File: src/rtl/core/bpc_pkg.sv
// Shared types and constants for the button short/long press classifier.
// Used by bpc_lane, bpc_merge and button_short_long_press_classifier.
package bpc_pkg;

  localparam int unsigned NumButtons   = 3;
  localparam int unsigned CfgDataWidth = 16;
  localparam int unsigned CfgIdxWidth  = 2;
  localparam int unsigned CountWidth   = 16;
  localparam int unsigned LongWidth    = 16;
  localparam int unsigned DebWidth     = 8;

  localparam logic [LongWidth-1:0] LongTicksReset = LongWidth'(1000);
  localparam logic [DebWidth-1:0]  DebounceReset  = DebWidth'(25);

  typedef enum logic [CfgIdxWidth-1:0] {
    RegLongEnable = 2'd0,
    RegLongTicks  = 2'd1,
    RegDebounce   = 2'd2
  } cfg_reg_e;

  typedef struct packed {
    logic [NumButtons-1:0] raw_pressed;
    logic [NumButtons-1:0] take_short;
    logic [NumButtons-1:0] take_long;
  } in_item_t;

  typedef struct packed {
    logic [NumButtons-1:0] short_pressed;
    logic [NumButtons-1:0] long_pressed;
    logic [NumButtons-1:0] debounced_level;
  } out_item_t;

  // Per-lane control for one tick
  typedef struct packed {
    logic accept;
    logic started;
  } lane_ctrl_t;

  // Shared timing configuration seen by every lane
  typedef struct packed {
    logic [LongWidth-1:0] long_ticks;
    logic [DebWidth-1:0]  debounce;
  } lane_cfg_t;

  // What one lane reports for the current tick
  typedef struct packed {
    logic short_pressed;
    logic long_pressed;
    logic level;
  } lane_res_t;

endpackage

File: src/rtl/core/bpc_lane.sv
// One button lane: lockout debounce, hold counter and short/long flags.
// Depends on bpc_pkg.
module bpc_lane (
  input  logic               clk_i,
  input  logic               rst_ni,
  input  bpc_pkg::lane_ctrl_t ctrl_i,
  input  bpc_pkg::lane_cfg_t  cfg_i,
  input  logic               long_en_i,
  input  logic               raw_i,
  input  logic               take_short_i,
  input  logic               take_long_i,
  output bpc_pkg::lane_res_t  res_o
);
  import bpc_pkg::*;

  logic                  level_q, level_d;
  logic [CountWidth-1:0] cnt_q, cnt_d;
  logic                  short_q, short_d;
  logic                  long_q, long_d;
  logic                  seen_q, seen_d;
  logic                  ignore_q, ignore_d;

  logic [CountWidth-1:0] cnt_inc;
  logic                  released;
  logic                  is_long;

  always_comb begin
    level_d  = level_q;
    cnt_d    = cnt_q;
    short_d  = short_q & ~take_short_i;
    long_d   = long_q & ~take_long_i;
    seen_d   = seen_q;
    ignore_d = ignore_q;
    released = 1'b0;
    is_long  = 1'b0;
    cnt_inc  = (cnt_q == {CountWidth{1'b1}}) ? cnt_q : cnt_q + CountWidth'(1);

    if (!ctrl_i.started) begin
      // first tick: adopt the pin level, ignore a button already held
      level_d  = raw_i;
      cnt_d    = '0;
      ignore_d = raw_i;
      seen_d   = 1'b0;
    end else begin
      cnt_d = cnt_inc;
      if (cnt_inc >= CountWidth'(cfg_i.debounce) && raw_i != level_q) begin
        level_d  = raw_i;
        cnt_d    = '0;
        released = ~raw_i;
      end
      is_long = long_en_i && level_d && (cnt_d >= CountWidth'(cfg_i.long_ticks));
      if (is_long) begin
        if (!ignore_q) begin
          long_d = 1'b1;
          seen_d = 1'b1;
        end
      end else if (released) begin
        if (seen_q || ignore_q) begin
          seen_d   = 1'b0;
          ignore_d = 1'b0;
        end else begin
          short_d = 1'b1;
        end
      end
    end
  end

  always_ff @(posedge clk_i or negedge rst_ni) begin
    if (!rst_ni) begin
      level_q  <= 1'b0;
      cnt_q    <= '0;
      short_q  <= 1'b0;
      long_q   <= 1'b0;
      seen_q   <= 1'b0;
      ignore_q <= 1'b0;
    end else if (ctrl_i.accept) begin
      level_q  <= level_d;
      cnt_q    <= cnt_d;
      short_q  <= short_d;
      long_q   <= long_d;
      seen_q   <= seen_d;
      ignore_q <= ignore_d;
    end
  end

  // flags as they stood before this tick's clear, level after the tick
  assign res_o.short_pressed = short_q;
  assign res_o.long_pressed  = long_q;
  assign res_o.level         = level_d;

endmodule

File: src/rtl/core/bpc_merge.sv
// Merging stage: gathers the lane results into one result item and holds
// it in the output register until the consumer takes it. Depends on bpc_pkg.
module bpc_merge (
  input  logic                          clk_i,
  input  logic                          rst_ni,
  input  logic                          load_i,
  input  bpc_pkg::lane_res_t [bpc_pkg::NumButtons-1:0] lane_i,
  input  logic                          out_ready_i,
  output logic                          out_valid_o,
  output bpc_pkg::out_item_t            out_data_o,
  output logic                          free_o
);
  import bpc_pkg::*;

  logic      valid_q, valid_d;
  out_item_t data_q, data_d;

  always_comb begin
    for (int i = 0; i < NumButtons; i++) begin
      data_d.short_pressed[i]   = lane_i[i].short_pressed;
      data_d.long_pressed[i]    = lane_i[i].long_pressed;
      data_d.debounced_level[i] = lane_i[i].level;
    end
  end

  // register can take a new item when empty or being drained this cycle
  assign free_o  = ~valid_q | out_ready_i;
  assign valid_d = load_i | (valid_q & ~out_ready_i);

  always_ff @(posedge clk_i or negedge rst_ni) begin
    if (!rst_ni) begin
      valid_q <= 1'b0;
    end else begin
      valid_q <= valid_d;
    end
  end

  always_ff @(posedge clk_i) begin
    if (load_i) begin
      data_q <= data_d;
    end
  end

  assign out_valid_o = valid_q;
  assign out_data_o  = data_q;

endmodule

File: src/rtl/core/button_short_long_press_classifier.sv
// Top level of the debounced button short/long press classifier.
// Depends on bpc_pkg, bpc_lane and bpc_merge.
//
//   channel  | signals                          | moves
//   ---------+----------------------------------+-------------------------
//   in       | in_valid_i in_ready_o in_data_i  | one tick item per transfer
//   out      | out_valid_o out_ready_i out_data_o | one result per tick
//   cfg      | cfg_we_i cfg_idx_i cfg_data_i    | register write, no wait
//
// One tick item is taken per clock while input ready is high; its result appears
// in the output register on the next cycle. All lanes update in the cycle of the transfer.
// Input ready drops only while the output register is full and not taken.
// Reset clears all button state; the first tick after reset loads the levels.
module button_short_long_press_classifier (
  input  logic                                  clk_i,
  input  logic                                  rst_ni,
  input  logic                                  in_valid_i,
  output logic                                  in_ready_o,
  input  bpc_pkg::in_item_t                     in_data_i,
  output logic                                  out_valid_o,
  input  logic                                  out_ready_i,
  output bpc_pkg::out_item_t                    out_data_o,
  input  logic                                  cfg_we_i,
  input  logic [bpc_pkg::CfgIdxWidth-1:0]       cfg_idx_i,
  input  logic [bpc_pkg::CfgDataWidth-1:0]      cfg_data_i
);
  import bpc_pkg::*;

  logic [NumButtons-1:0] long_en_q;
  lane_cfg_t             cfg_q;
  logic                  started_q;
  logic                  accept;
  logic                  free;
  lane_ctrl_t            ctrl;
  lane_res_t [NumButtons-1:0] lane_res;

  always_ff @(posedge clk_i or negedge rst_ni) begin
    if (!rst_ni) begin
      long_en_q        <= '0;
      cfg_q.long_ticks <= LongTicksReset;
      cfg_q.debounce   <= DebounceReset;
    end else if (cfg_we_i) begin
      unique case (cfg_idx_i)
        RegLongEnable: long_en_q        <= cfg_data_i[NumButtons-1:0];
        RegLongTicks:  cfg_q.long_ticks <= cfg_data_i[LongWidth-1:0];
        RegDebounce:   cfg_q.debounce   <= cfg_data_i[DebWidth-1:0];
        default: ;
      endcase
    end
  end

  assign in_ready_o   = free;
  assign accept       = in_valid_i & free;
  assign ctrl.accept  = accept;
  assign ctrl.started = started_q;

  always_ff @(posedge clk_i or negedge rst_ni) begin
    if (!rst_ni) begin
      started_q <= 1'b0;
    end else if (accept) begin
      started_q <= 1'b1;
    end
  end

  for (genvar g = 0; g < NumButtons; g++) begin : g_lane
    bpc_lane u_lane (
      .clk_i       (clk_i),
      .rst_ni      (rst_ni),
      .ctrl_i      (ctrl),
      .cfg_i       (cfg_q),
      .long_en_i   (long_en_q[g]),
      .raw_i       (in_data_i.raw_pressed[g]),
      .take_short_i(in_data_i.take_short[g]),
      .take_long_i (in_data_i.take_long[g]),
      .res_o       (lane_res[g])
    );
  end

  bpc_merge u_merge (
    .clk_i      (clk_i),
    .rst_ni     (rst_ni),
    .load_i     (accept),
    .lane_i     (lane_res),
    .out_ready_i(out_ready_i),
    .out_valid_o(out_valid_o),
    .out_data_o (out_data_o),
    .free_o     (free)
  );

endmodule
File: config.mk
export PLATFORM = sky130hd
export DESIGN_NAME = button_short_long_press_classifier
export DESIGN_NICKNAME = d
export VERILOG_FILES = /design/src/rtl/core/bpc_pkg.sv /design/src/rtl/core/bpc_lane.sv /design/src/rtl/core/bpc_merge.sv /design/src/rtl/core/button_short_long_press_classifier.sv
export SDC_FILE = /design/constraint.sdc
export NUM_CORES = 1
export LEC_CHECK = 0
export ABC_AREA = 1
export BUFFER_PORTS_ARGS = -buffer_cell sky130_fd_sc_hd__buf_2
export CAP_MARGIN = 15
export CORE_UTILIZATION = 45
export CTS_CLUSTER_SIZE = 25
export DETAILED_ROUTE_END_ITERATION = 10
export GPL_ROUTABILITY_DRIVEN = 0
export PLACE_DENSITY = 0.71
export SLEW_MARGIN = 10
export SYNTH_ARGS = -nofsm -noshare
export SYNTH_HDL_FRONTEND = slang
export SYNTH_SLANG_ARGS = --single-unit
File: constraint.sdc
create_clock -name clk_i -period 4.6 [get_ports clk_i]
set_input_delay 0.92 -clock clk_i [delete_from_list [all_inputs] [get_ports clk_i]]
set_output_delay 0.92 -clock clk_i [all_outputs]
set_load 0.02 [all_outputs]
; After elaboration in Yosys (flattened, before gate mapping)
; Index checks and enable logic that the tools add are counted.
[classes]
add_sub_neg = 3
order_cmp = 6
eq_ne = 26
muxes = 69
n_bitwise = 21
reduce_logical = 22
[ops]
columns = cell, count
row1 = $mux 16, 12
row2 = $mux 1, 57
row3 = $add 16x1->16 const B, 3
row4 = $eq 16x16->1 const B, 3
row5 = $ge 16x16->1, 3
row6 = $ge 16x8->1, 3
row7 = $reduce_and 4->1, 6
row8 = $ne 3x1->1 const B, 6
row9 = $ne 2x1->1 const B, 6
row10 = $not 1->1, 11
row11 = $logic_and 1x1->1, 9
row12 = $ne 3x3->1 const B, 3
row13 = $and 1x1->1, 8
row14 = $ne 2x2->1 const B, 3
row15 = $reduce_and 2->1, 3
row16 = $logic_or 1x1->1, 3
row17 = $ne 1x1->1, 3
row18 = $eq 2x1->1 const B, 1
row19 = $eq 2x2->1 const B, 1
row20 = $logic_not 2->1, 1
row21 = $or 1x1->1, 2
[word_totals]
reg_bits = 101
in_bits = 32
output_inout_bits = 11
elab_cells = 173

; Depth between registers and ports, before layout
; Gate-level depths: netlist (run 1).
[logic_depth]
ltp_word = 10
ltp_mapped = 40
depth_no_buf = 38

; Cells and area by module
; A second synthesis (run 1) with hierarchy kept.
[unflattened]
hier_cells = 1153
area_unflattened_um2 = 8425.6
[modules_own_cells]
columns = module, instances, cells_each, area_per_inst_um2, seq_area_each_um2
row1 = bpc_lane at g_lane[1].u_lane ..., 2, 342, 2279.7, 525.5
row2 = bpc_lane at g_lane[0].u_lane, 1, 329, 2319.7, 525.5
row3 = button_short_long_press_classifier, 1, 126, 1231.2, 711.9
row4 = bpc_merge, 1, 14, 315.3, 295.3

; Worst setup path after synthesis (run 1)
; OpenSTA, ideal clock, no wires.
[synth_path]
path_type = register -> register
from = register g_lane[0].u_lane.cnt_q[0]
to = register g_lane[0].u_lane.seen_q
setup_time_ns = 0.065
t_arrival_ns = 3.944
t_required_ns = 4.535
slack_ns = 0.590
path_stages_with_launch = 37
path_buffers = 2
synth_period_minus_slack_ns = 4.010
cell_sequence = dfrtp_1 -> ha_1 -> nand3_2 -> nor2_1 -> nand3_1 -> buf_4 -> xor2_1 -> inv_1 -> ha_1 -> inv_1 -> nand2_1 -> nand2_1 -> nand2_1 -> nand2_1 -> nand2_1 -> nand2_1 -> nand2_1 -> nand2_1 -> nand2_1 -> nor2_1 -> nand2_1 -> nand2_2 -> buf_4 -> nand2_1 -> inv_1 -> ha_1 -> nand2_1 -> inv_1 -> nand3_1 -> nor3_1 -> nand3_1 -> nand3_1 -> nand2_1 -> inv_1 -> nand4_1 -> or2_1 -> nand2_1
[synth_via]
elab_chain_len = 10
elab_cells_between_ends = 20
classes_between = add/sub (1) / order compare (2) / eq/ne (4) / mux (9) / reduce/logical (4)
[synth_rtl]
columns = item, line_no
row1 = from (decl), bpc_lane.sv:17  ; logic [CountWidth-1:0] cnt_q, cnt_d;
row2 = from (signal assigned), bpc_lane.sv:78  ; cnt_q <= cnt_d;
row3 = $add 16x1->16 / $eq 16x16->1 (equally long branches), bpc_lane.sv:36  ; cnt_inc = (cnt_q == {CountWidth{1'b1}}) ? cnt_q : cnt_q + CountWidth'(1);
row4 = $mux 16 *, bpc_lane.sv:36
row5 = $ge 16x8->1, bpc_lane.sv:46  ; if (cnt_inc >= CountWidth'(cfg_i.debounce) && raw_i != level_q) begin
row6 = $logic_and 1x1->1, bpc_lane.sv:46
row7 = $mux 16 / $mux 1 (equally long branches), bpc_lane.sv:46
row8 = $mux 16 / $mux 1 (equally long branches), bpc_lane.sv:38  ; if (!ctrl_i.started) begin
row9 = $ge 16x16->1 / $logic_and 1x1->1 (equally long branches), bpc_lane.sv:51  ; is_long = long_en_i && level_d && (cnt_d >= CountWidth'(cfg_i.long_ticks));
row10 = $logic_and 1x1->1, bpc_lane.sv:51
row11 = $ne 3x3->1 (no line) (tied with other cells), n/a
row12 = $reduce_and 4->1 (no line) / $mux 1 (equally long branches), n/a
row13 = to (signal assigned), bpc_lane.sv:81  ; seen_q <= seen_d;
row14 = to (decl), bpc_lane.sv:20  ; logic seen_q, seen_d;
; Every way passes the cells marked *; elsewhere a longest branch is shown, timed or not. The select of a mux whose other input is x is not followed.
; A chain may end at the register's enable or synchronous reset.

; Worst setup path after layout (run 1)
[layout_path]
from = register g_lane[0].u_lane.cnt_q[1]
to = register g_lane[0].u_lane.seen_q
; The elaborated chain is that of the path after synthesis.

==> results.toml, run 1 <==
[status]
status = "complete, no violations"

[critical_path]
reg2reg_to = "g_lane[0].u_lane.seen_q$_DFFE_PN0P_"
r2r_cells = 32
cp-end-kind = "flip-flop"
endpoint = "g_lane[0].u_lane.seen_q$_DFFE_PN0P_"
worst_path_max_delay_cell = "dfrtp_1"
crit_top_cell = "nand2_1"
max_stage_delay_ps = 440
cp-start-kind = "flip-flop"
reg2reg_slack_ps = 260
crit_fanout = 12
crit_type = "flip-flop to flip-flop"
cp-startpoint = "g_lane[0].u_lane.cnt_q[1]$_DFFE_PN0P_"
crit_arrival_ps = 4600
rr_startpoint = "g_lane[0].u_lane.cnt_q[1]$_DFFE_PN0P_"
required_ps = 4860

[final_layout]
finalNonFillerCells = 1316
layout_common_cells = "nand2_1, inv_1, dfrtp_1"
diodes = 0
fill_cells = 1558
layout_commonest_cell = "nand2_1"
syn2layout_area_growth_pct = 14.1
num-nets-final = 1202
drive_gt1_share_pct = 13.8

[clock_tree]
clkTransAtPathRegs_ps = 70
cts_max_level = 3
clock-sinks = 101
cts_root_buffer = "clkbuf_16"
clkLatencyLatePin_ps = 360
tritoncts = "done"
clk_path_buf_depth = 2
cts_buffers = 9
ctsHoldBuffers = 0

[routing]
via_per_inst = 5.22
drt-pass1-iter-count = 5
drc = 0
wl_per_cell_um = 15.0
ant_nets = 0
drt_wl_total_um = 19700
dr_total_vias = 6863
drtIter0Drc = 386

[floorplanning]
core_um2 = 16000
die-area_um2 = 17000
rows = 46
ioPinCount = 43
dieWidth_um = 130
dieHeight_um = 130
initial_utilization_pct = 46.3

[run]
cap_violations = 0

[global_routing]
grt_antenna_before_repair = 0
grt_max_degree = 66
grt_overflow = 0
grt_pass1_wl_um = 31500
grtUsageTotal_pct = 24.2
grt_pass1_vias = 6383

[synthesis]
syn_area_per_cell_um2 = 7.11
async_flop_share_pct = 91.1
syn-instance-count = 1042
synth-seq-area-share_pct = 34.9
synth_enable_flop_cells = 9
synth_seq_cells = 101
synth_area_um2 = 7410
synth_cell_types = 36
ys.flop_type = "dfrtp_1"
syn_nets = 1149
yosys_warnings = 0

[timing]
relSlewSlack_pct = 28.2
hold_violations = 0
worst_slew_pin_slew_ps = 1070
fin_skew_ps = 10.6
period_needed_ps = 4340
setup_violations = 0
maxSlewViolCount = 0
fmax_ghz = 0.231
holdWs_ps = 450
period_share_pct = 94.3

[pwr]
p_int_uw = 2320
pwr-share-comb_pct = 48.7
p_seq_share_pct = 31.3
ir_drop_v = 0.000253
p_switching_uw = 1800
power.total_uw = 4120
p_per_area_nw_per_um2 = 487
clockPowerShare_pct = 20.0
leakagePower_uw = 0.00456
switching_share_pct = 43.7

[placement]
dp.cells = 1291
port_buffers = 42
dp_hpwl_um = 14400

[worst_hold_path]
hold_depth = 0
hp-class = "flip-flop to flip-flop"
## synthesized netlist by cell type, types with 2 or more instances
library cell	instances	area share, %
a21o_1	3	0.30
or2_1	5	0.42
xnor2_1	3	0.35
o31ai_1	3	0.30
xor2_1	21	2.5
inv_2	5	0.25
or2_2	3	0.25
edfxtp_1	9	3.6
nand3_1	58	3.9
nand2_1	303	15
o22ai_1	24	2.0
nor3_1	10	0.68
dfrtp_1	83	28
nand3_2	5	0.68
buf_4	4	0.41
nor2_1	89	4.5
ha_1	75	13
clkbuf_1	14	0.71
buf_1	2	0.10
dfstp_2	9	3.2
nand4_1	16	1.4
nor3_2	2	0.27
o22ai_2	2	0.34
inv_1	157	8.0
o21ai_1	12	0.81
a21oi_1	45	3.0
nor2_2	10	0.84
nand2_2	5	0.42
o21ai_0	58	3.9
## routing by layer
layer | GRT usage [%] | up-vias | routed length (µm)
li1 | - | 3470 | -
met1 | 32.5 | 3124 | 8910
met2 | 37.9 | 212 | 8830
met3 | 4.43 | 57 | 1150
met4 | 11.2 | 0 | 813
met5 | 0 | - | 0
## power groups by stage
stage / sequential (µW) / combinational, µW / clock (µW)
after global routing: 1310 / 2280 / 870
final: 1290 / 2000 / 821
after detailed placement: 1290 / 1770 / 0
after floorplan: 1270 / 1300 / 0
after CTS: 1270 / 1790 / 833
after global placement: 1290 / 1730 / 0
## kinds of logic (layout without fill, tap and decap cells)
kind of cell / Yosys count / after routing / share of synthesized area (%)
buf+inv: 183 / 239 / 9.47
xor+xnor: 24 / 24 / 2.84
flops: 101 / 101 / 34.9
simple gates: 509 / 511 / 29.1
compound gates: 150 / 150 / 11.1
fa+ha+maj: 75 / 75 / 12.7
## how the worst min path moves through the flow
stage	end	startpoint
2_1_floorplan	u_merge.out_data_o[3]$_DFFE_PP_	g_lane[0].u_lane.long_q$_DFFE_PN0P_
3_3_place_gp	u_merge.out_data_o[7]$_DFFE_PP_	g_lane[1].u_lane.short_q$_DFFE_PN0P_
3_5_place_dp	u_merge.out_data_o[7]$_DFFE_PP_	g_lane[1].u_lane.short_q$_DFFE_PN0P_
4_1_cts	u_merge.out_data_o[7]$_DFFE_PP_	g_lane[1].u_lane.short_q$_DFFE_PN0P_
5_1_grt	u_merge.out_data_o[7]$_DFFE_PP_	g_lane[1].u_lane.short_q$_DFFE_PN0P_
6_report	u_merge.out_data_o[7]$_DFFE_PP_	g_lane[1].u_lane.short_q$_DFFE_PN0P_
## metrics by stage
step                      setup slack (ps)  area [µm²]  TNS (ps)  util, %
after CTS                             47.3        8220         0     51.4
after floorplan                        590        7410         0        -
final                                  262        8460         0     52.8
after global placement                 146        7900         0     49.4
after global routing                 -19.4        8460     -29.6     52.8
after detailed placement              46.1        7900         0     49.4
## critical path, delay by kind of cell, from the launching register on
kind / cells / cell delay (ps)
DFF: 1 / 440
adders and majority gates: 3 / 660
buffers and inverters: 3 / 390
and+or+nand+nor: 23 / 2270
AOI/OAI and AO/OA: 3 / 440
## registers in the layout (all words and copies together), names as in the netlist, 3 cells and up
name	cells
u_merge.out_data_o	9
g_lane.u_lane.cnt_q	48
g_lane.u_lane.seen_q	3
g_lane.u_lane.ignore_q	3
g_lane.u_lane.level_q	3
g_lane.u_lane.long_q	3
cfg_q	24
g_lane.u_lane.short_q	3
long_en_q	3
## layout make-up
type                    instances  area, µm²  area share [%]
multi-input cells             760       4310            51.0
flip-flops and latches        101       2590            30.6
inverters                     163        612            7.24
repair buffers                 60        360            4.26
well taps                     216        270            3.20
clock buffers                  11        254            3.00
clock inverters                 5       63.8           0.755
## timing repair
action                                  in CTS  in global routing
buffers inserted                             0                  7
gates resized for setup                      0                 43
endpoints found under the setup margin       0                  6
Power figures use the tool's default switching activity.
==> inputs of run 2 (changes only) <==
- ABC_AREA: 1 -> 0
==> results.toml, run 2 <==
[final_layout]
drive_gt1_share_pct = 30.2
num-nets-final = 1060
fin_util_pct = 58.0
largest_reg_flops = 48
top_register = "g_lane.u_lane.cnt_q"
layout_commonest_cell = "buf_4"
layout_common_cells = "buf_4, dfrtp_1, nand2_1"
syn2layout_area_growth_pct = 24.8
fill_cells = 1357
final_area_um2 = 9320
diodes = 0

[global_routing]
grt_max_degree = 69
grt_overflow = 0
grt_pass1_vias = 6457
grt_antenna_before_repair = 0
grtUsageTotal_pct = 24.7
grt_pass1_wl_um = 32200

[synthesis]
syn-instance-count = 830
synth_top_area_share_pct = 27.8
ys.flop_type = "dfrtp_1"
yosys.area.top_type = "dfrtp_1"
synthXorXnorAreaFrac_pct = 3.29
synth_cell_types = 71
synth_area_leaders = "dfrtp_1, ha_1, mux2_2, nand2_1, nor2_1"
synthAdderAreaFrac_pct = 12.6
synth.most_common_cell = "dfrtp_1"
synth-seq-area-share_pct = 34.6
synth_top_family_by_area = "simple AND/OR/NAND/NOR gates"
synth_area_um2 = 7460
async_flop_share_pct = 91.1
syn_nets = 937
synth_seq_cells = 101
syn_area_per_cell_um2 = 8.99
synth.area.mux_share_pct = 7.12
yosys_warnings = 0
synth_common_cells = "dfrtp_1, nand2_1, nor2_1"
yosys.area_share.simple_pct = 21.4
synth_enable_flop_cells = 9
synth_compound_area_share_pct = 16.8

[clock_tree]
cts_max_level = 3
tritoncts = "done"
cts_root_buffer = "clkbuf_16"
clkTransAtPathRegs_ps = 80
clk_path_buf_depth = 2
clkLatencyLatePin_ps = 370
clock-sinks = 101
cts_buffers = 9
ctsHoldBuffers = 0

[timing]
setup_violations = 0
relSlewSlack_pct = 42.2
worst_slew_pin_slew_ps = 867
holdWs_ps = 453
fin_skew_ps = 9.17
fmax_ghz = 0.222
rsz0062_at_grt = "true"
hold_violations = 0
maxSlewViolCount = 0
period_share_pct = 97.9
period_needed_ps = 4500

[placement]
placed_cell_area_um2 = 8420
dp_hpwl_um = 14800
port_buffers = 42

[worst_hold_path]
hold_depth = 0
hp-class = "flip-flop to flip-flop"

[floorplanning]
core_um2 = 16100
rows = 46
die-area_um2 = 17100
dieHeight_um = 131
ioPinCount = 43
initial_utilization_pct = 46.5
dieWidth_um = 131

[critical_path]
reg2reg_slack_ps = 100
crit_arrival_ps = 4780
cp-end-kind = "flip-flop"
crit_type = "flip-flop to flip-flop"
cp-start-kind = "flip-flop"
max_stage_delay_ps = 430
crit_fanout = 4
path_cells = "ha_4 -> and3_4 -> nand3_4 -> nor2_4 -> nor2_4 -> and3_4 -> nand3_1 -> xor2_2 -> inv_2 -> ha_4 -> nand4_1 -> o31ai_4 -> nor4_4 -> or2b_2 -> nand2b_1 -> ha_1 -> nand2b_1 -> a211oi_1 -> o21ai_0 -> a21oi_2 -> o21ai_2 -> o21a_1 -> o211ai_1"
r2r_cells = 23
worst_path_max_delay_cell = "dfrtp_1"
required_ps = 4880

[routing]
drt-pass1-iter-count = 5
dr_total_vias = 6745
wl_per_cell_um = 17.4
drc = 0
drt_wl_total_um = 20400
ant_nets = 0
via_per_inst = 5.75
drtIter0Drc = 568

[pwr]
power.total_uw = 4470
p_per_area_nw_per_um2 = 480
leakagePower_uw = 0.00430
ir_drop_v = 0.000283

[run]
cap_violations = 0

[status]
status = "complete, no violations"
[run 2: per-stage QoR]
step | instances | setup slack (ps) | TNS, ps
final | 1174 | 97.8 | 0
after floorplan | 830 | -46.4 | -134
after global routing | 1174 | -80.5 | -257
after CTS | 1146 | -11.2 | -11.2
after detailed placement | 1125 | -171 | -480
after global placement | 1125 | -0.414 | -0.414
[run 2: report_power, final]
part	total [µW]	switching, µW	internal, µW
clock	796	405	391
combinational	2380	1280	1100
sequential	1290	174	1110
[run 2: area by class of cell]
cell class	count	area, µm²	share of cell area, %
inverter	48	180	1.93
clock buffer	9	225	2.42
multi-input combinational	652	5010	53.7
tap	216	270	2.90
sequential	101	2590	27.8
clock inverter	7	87.6	0.940
timing repair buffer	141	960	10.3
[run 2: timing repair]
item / 4_1_cts / 5_1_grt
pin swaps: 10 / 57
endpoints found under the setup margin: 5 / 6
endpoints found under the hold margin: 0 / 0
setup buffers: 5 / 28
gates resized for setup: 12 / 56
[run 2: critical path, delay by kind of cell, from the launching register on]
family,cells,cell delay [ps]
and+or+nand+nor,11,1610
AOI/OAI and AO/OA,7,1370
adders and majority gates,3,680
DFF,1,430
xor gates and xnor gates,1,250
buffers and inverters,1,80
[run 2: cells by family (layout without fill, tap and decap cells)]
| logic type | count (synthesis) | after routing |
|---|---|---|
| simple gates | 307 | 307 |
| flops | 101 | 101 |
| xor+xnor | 28 | 28 |
| mux | 49 | 49 |
| buf+inv | 77 | 205 |
| compound gates | 193 | 193 |
| fa+ha+maj | 75 | 75 |
[run 2: layer usage]
metal	global-route usage, %	up-vias	part of all wire, %
met4	11.9	0	3.6
met3	3.18	46	5.1
met2	38.7	239	46
met1	33.7	3195	45
met5	0	-	0
li1	-	3265	-
[run 2: final timing paths]
check                                                      start                                   to
setup / recovery           g_lane[2].u_lane.cnt_q[1]$_DFFE_PN0P_  g_lane[2].u_lane.seen_q$_DFFE_PN0P_
hold / removal              g_lane[2].u_lane.short_q$_DFFE_PN0P_      u_merge.out_data_o[8]$_DFFE_PP_
setup reg to reg           g_lane[2].u_lane.cnt_q[1]$_DFFE_PN0P_  g_lane[2].u_lane.seen_q$_DFFE_PN0P_
hold reg to reg             g_lane[2].u_lane.short_q$_DFFE_PN0P_      u_merge.out_data_o[8]$_DFFE_PP_
max in group asynchronous                                 rst_ni  g_lane[1].u_lane.seen_q$_DFFE_PN0P_
min in group asynchronous                                 rst_ni                 cfg_q[5]$_DFFE_PN0P_
==> inputs of run 3 (changes only) <==
- BUFFER_PORTS_ARGS: -buffer_cell sky130_fd_sc_hd__buf_2 -> unset
- DONT_BUFFER_PORTS: unset -> 1
- PLACE_DENSITY: 0.71 -> 0.69
==> results.toml, run 3 (same netlist as run 2, synthesis figures left out) <==
[timing]
holdWs_ps = 245
period_needed_ps = 4520
hold_violations = 0
period_share_pct = 98.2
fmax_ghz = 0.221
maxSlewViolCount = 0
relSlewSlack_pct = 45.6
worst_slew_pin_slew_ps = 814
rsz0062_at_grt = "true"
setup_violations = 0
fin_skew_ps = 9.91

[routing]
drc = 0
drt-pass1-iter-count = 5
ant_nets = 0
dr_total_vias = 6556
via_per_inst = 5.87
drt_wl_total_um = 20100
drtIter0Drc = 521
wl_per_cell_um = 18.0

[floorplanning]
core_um2 = 16100
die-area_um2 = 17100
ioPinCount = 43
dieWidth_um = 131
initial_utilization_pct = 46.5
rows = 46
dieHeight_um = 131

[pwr]
leakagePower_uw = 0.00405
p_per_area_nw_per_um2 = 491
ir_drop_v = 0.000283

[placement]
dp.cells = 1088
dp_hpwl_um = 14500
port_buffers = 0

[global_routing]
grt_pass1_vias = 6157
grt_max_degree = 93
grt_pass1_wl_um = 31400
grt_antenna_before_repair = 0
grtUsageTotal_pct = 24.3
grt_overflow = 0

[final_layout]
layout_common_cells = "dfrtp_1, buf_4, nand2_1"
num-nets-final = 1002
fill_cells = 1387
finalNonFillerCells = 1116
drive_gt1_share_pct = 23.3
syn2layout_area_growth_pct = 18.2
diodes = 0
largest_reg_flops = 48
top_register = "g_lane.u_lane.cnt_q"

[critical_path]
cp-end-kind = "flip-flop"
crit_type = "flip-flop to flip-flop"
r2r_cells = 25
crit_fanout = 5
cp-start-kind = "flip-flop"
crit_arrival_ps = 4810
reg2reg_to = "g_lane[2].u_lane.seen_q$_DFFE_PN0P_"
reg2reg_slack_ps = 80
required_ps = 4890
rr_startpoint = "g_lane[2].u_lane.cnt_q[1]$_DFFE_PN0P_"

[clock_tree]
clkTransAtPathRegs_ps = 80
clock-sinks = 101
cts_max_level = 3
clkLatencyLatePin_ps = 370
clk_path_buf_depth = 2
tritoncts = "done"
cts_buffers = 9
cts_root_buffer = "clkbuf_16"

[run]
cap_violations = 0

[status]
status = "complete, no violations"

[worst_hold_path]
hp-class = "input port to async pin"
-- run 3: how the worst max path moves through the flow --
stage,start,slack (ps),endpoint,cells past startpoint
floorplan,g_lane[2].u_lane.cnt_q[0]$_DFFE_PN0P_,-50,g_lane[2].u_lane.seen_q$_DFFE_PN0P_,24
global placement,g_lane[2].u_lane.cnt_q[1]$_DFFE_PN0P_,70,g_lane[2].u_lane.seen_q$_DFFE_PN0P_,25
detailed placement,g_lane[2].u_lane.cnt_q[1]$_DFFE_PN0P_,-90,g_lane[2].u_lane.seen_q$_DFFE_PN0P_,24
CTS,g_lane[2].u_lane.cnt_q[1]$_DFFE_PN0P_,8,g_lane[2].u_lane.seen_q$_DFFE_PN0P_,25
global route,g_lane[2].u_lane.cnt_q[0]$_DFFE_PN0P_,-100,g_lane[2].u_lane.seen_q$_DFFE_PN0P_,25
finish,g_lane[2].u_lane.cnt_q[1]$_DFFE_PN0P_,80,g_lane[2].u_lane.seen_q$_DFFE_PN0P_,25
-- run 3: layout make-up --
cell class                 count  area (µm²)  share of cell area, %
multi-input combinational    652        4880                   55.3
clock buffer                  10         229                   2.60
timing repair buffer          83         627                   7.10
inverter                      48         180                   2.04
clock inverter                 6        52.6                  0.596
tap                          216         270                   3.06
sequential                   101        2580                   29.3
-- run 3: metrics by stage --
step | TNS (ps) | instance area (µm²) | setup slack, ps | total power (µW) | utilization, %
after floorplan | -134 | 7590 | -46.4 | 2680 | -
after CTS | 0 | 8560 | 7.51 | 4130 | 53.3
final | 0 | 8820 | 80.5 | 4330 | 54.9
after global routing | -161 | 8820 | -101 | 4630 | 54.9
after global placement | 0 | 8250 | 70.0 | 3280 | 51.4
after detailed placement | -85.3 | 8250 | -85.3 | 3320 | 51.4
-- run 3: worst max-delay path: stages, from the launching register on --
cell and delay (ps):
dfrtp_1 410, ha_4 170, and3_4 210, nand3_4 90, nor2_4 170, buf_6 140
nor2_2 60, nand3_2 70, xor2_1 210, inv_1 80, ha_1 300, a21o_1 190
a21oi_2 150, o2111ai_2 160, nor4_4 250, nor2_4 110, a211oi_2 180, ha_1 280
a21o_1 160, a21o_1 180, a211o_1 280, a21oi_2 150, o21ai_2 100, nand2_1 80
o211ai_1 80, o211ai_1 180
-- run 3: repair_timing --
item	CTS	global route
hold buffers	0	0
endpoints found under the setup margin	2	6
pin swaps	1	39
gates resized for setup	6	39
hold endpoints to repair	0	0
setup buffers	1	11
-- run 3: routing by layer --
layer,vias up,wire length (µm),GRT usage [%]
met2,235,8940,37.9
met5,-,0,0
met3,60,1340,4.72
met4,0,725,10.5
met1,3115,9050,32.7
li1,3146,-,-
-- run 3: report_power, final --
part	switching (µW)	leakage, µW	internal, µW	total [µW]
Combinational	1220	0.00265	1040	2260
Clock	385	0.000140	379	764
Sequential	189	0.00125	1110	1300
Total	1800	0.00405	2530	4330
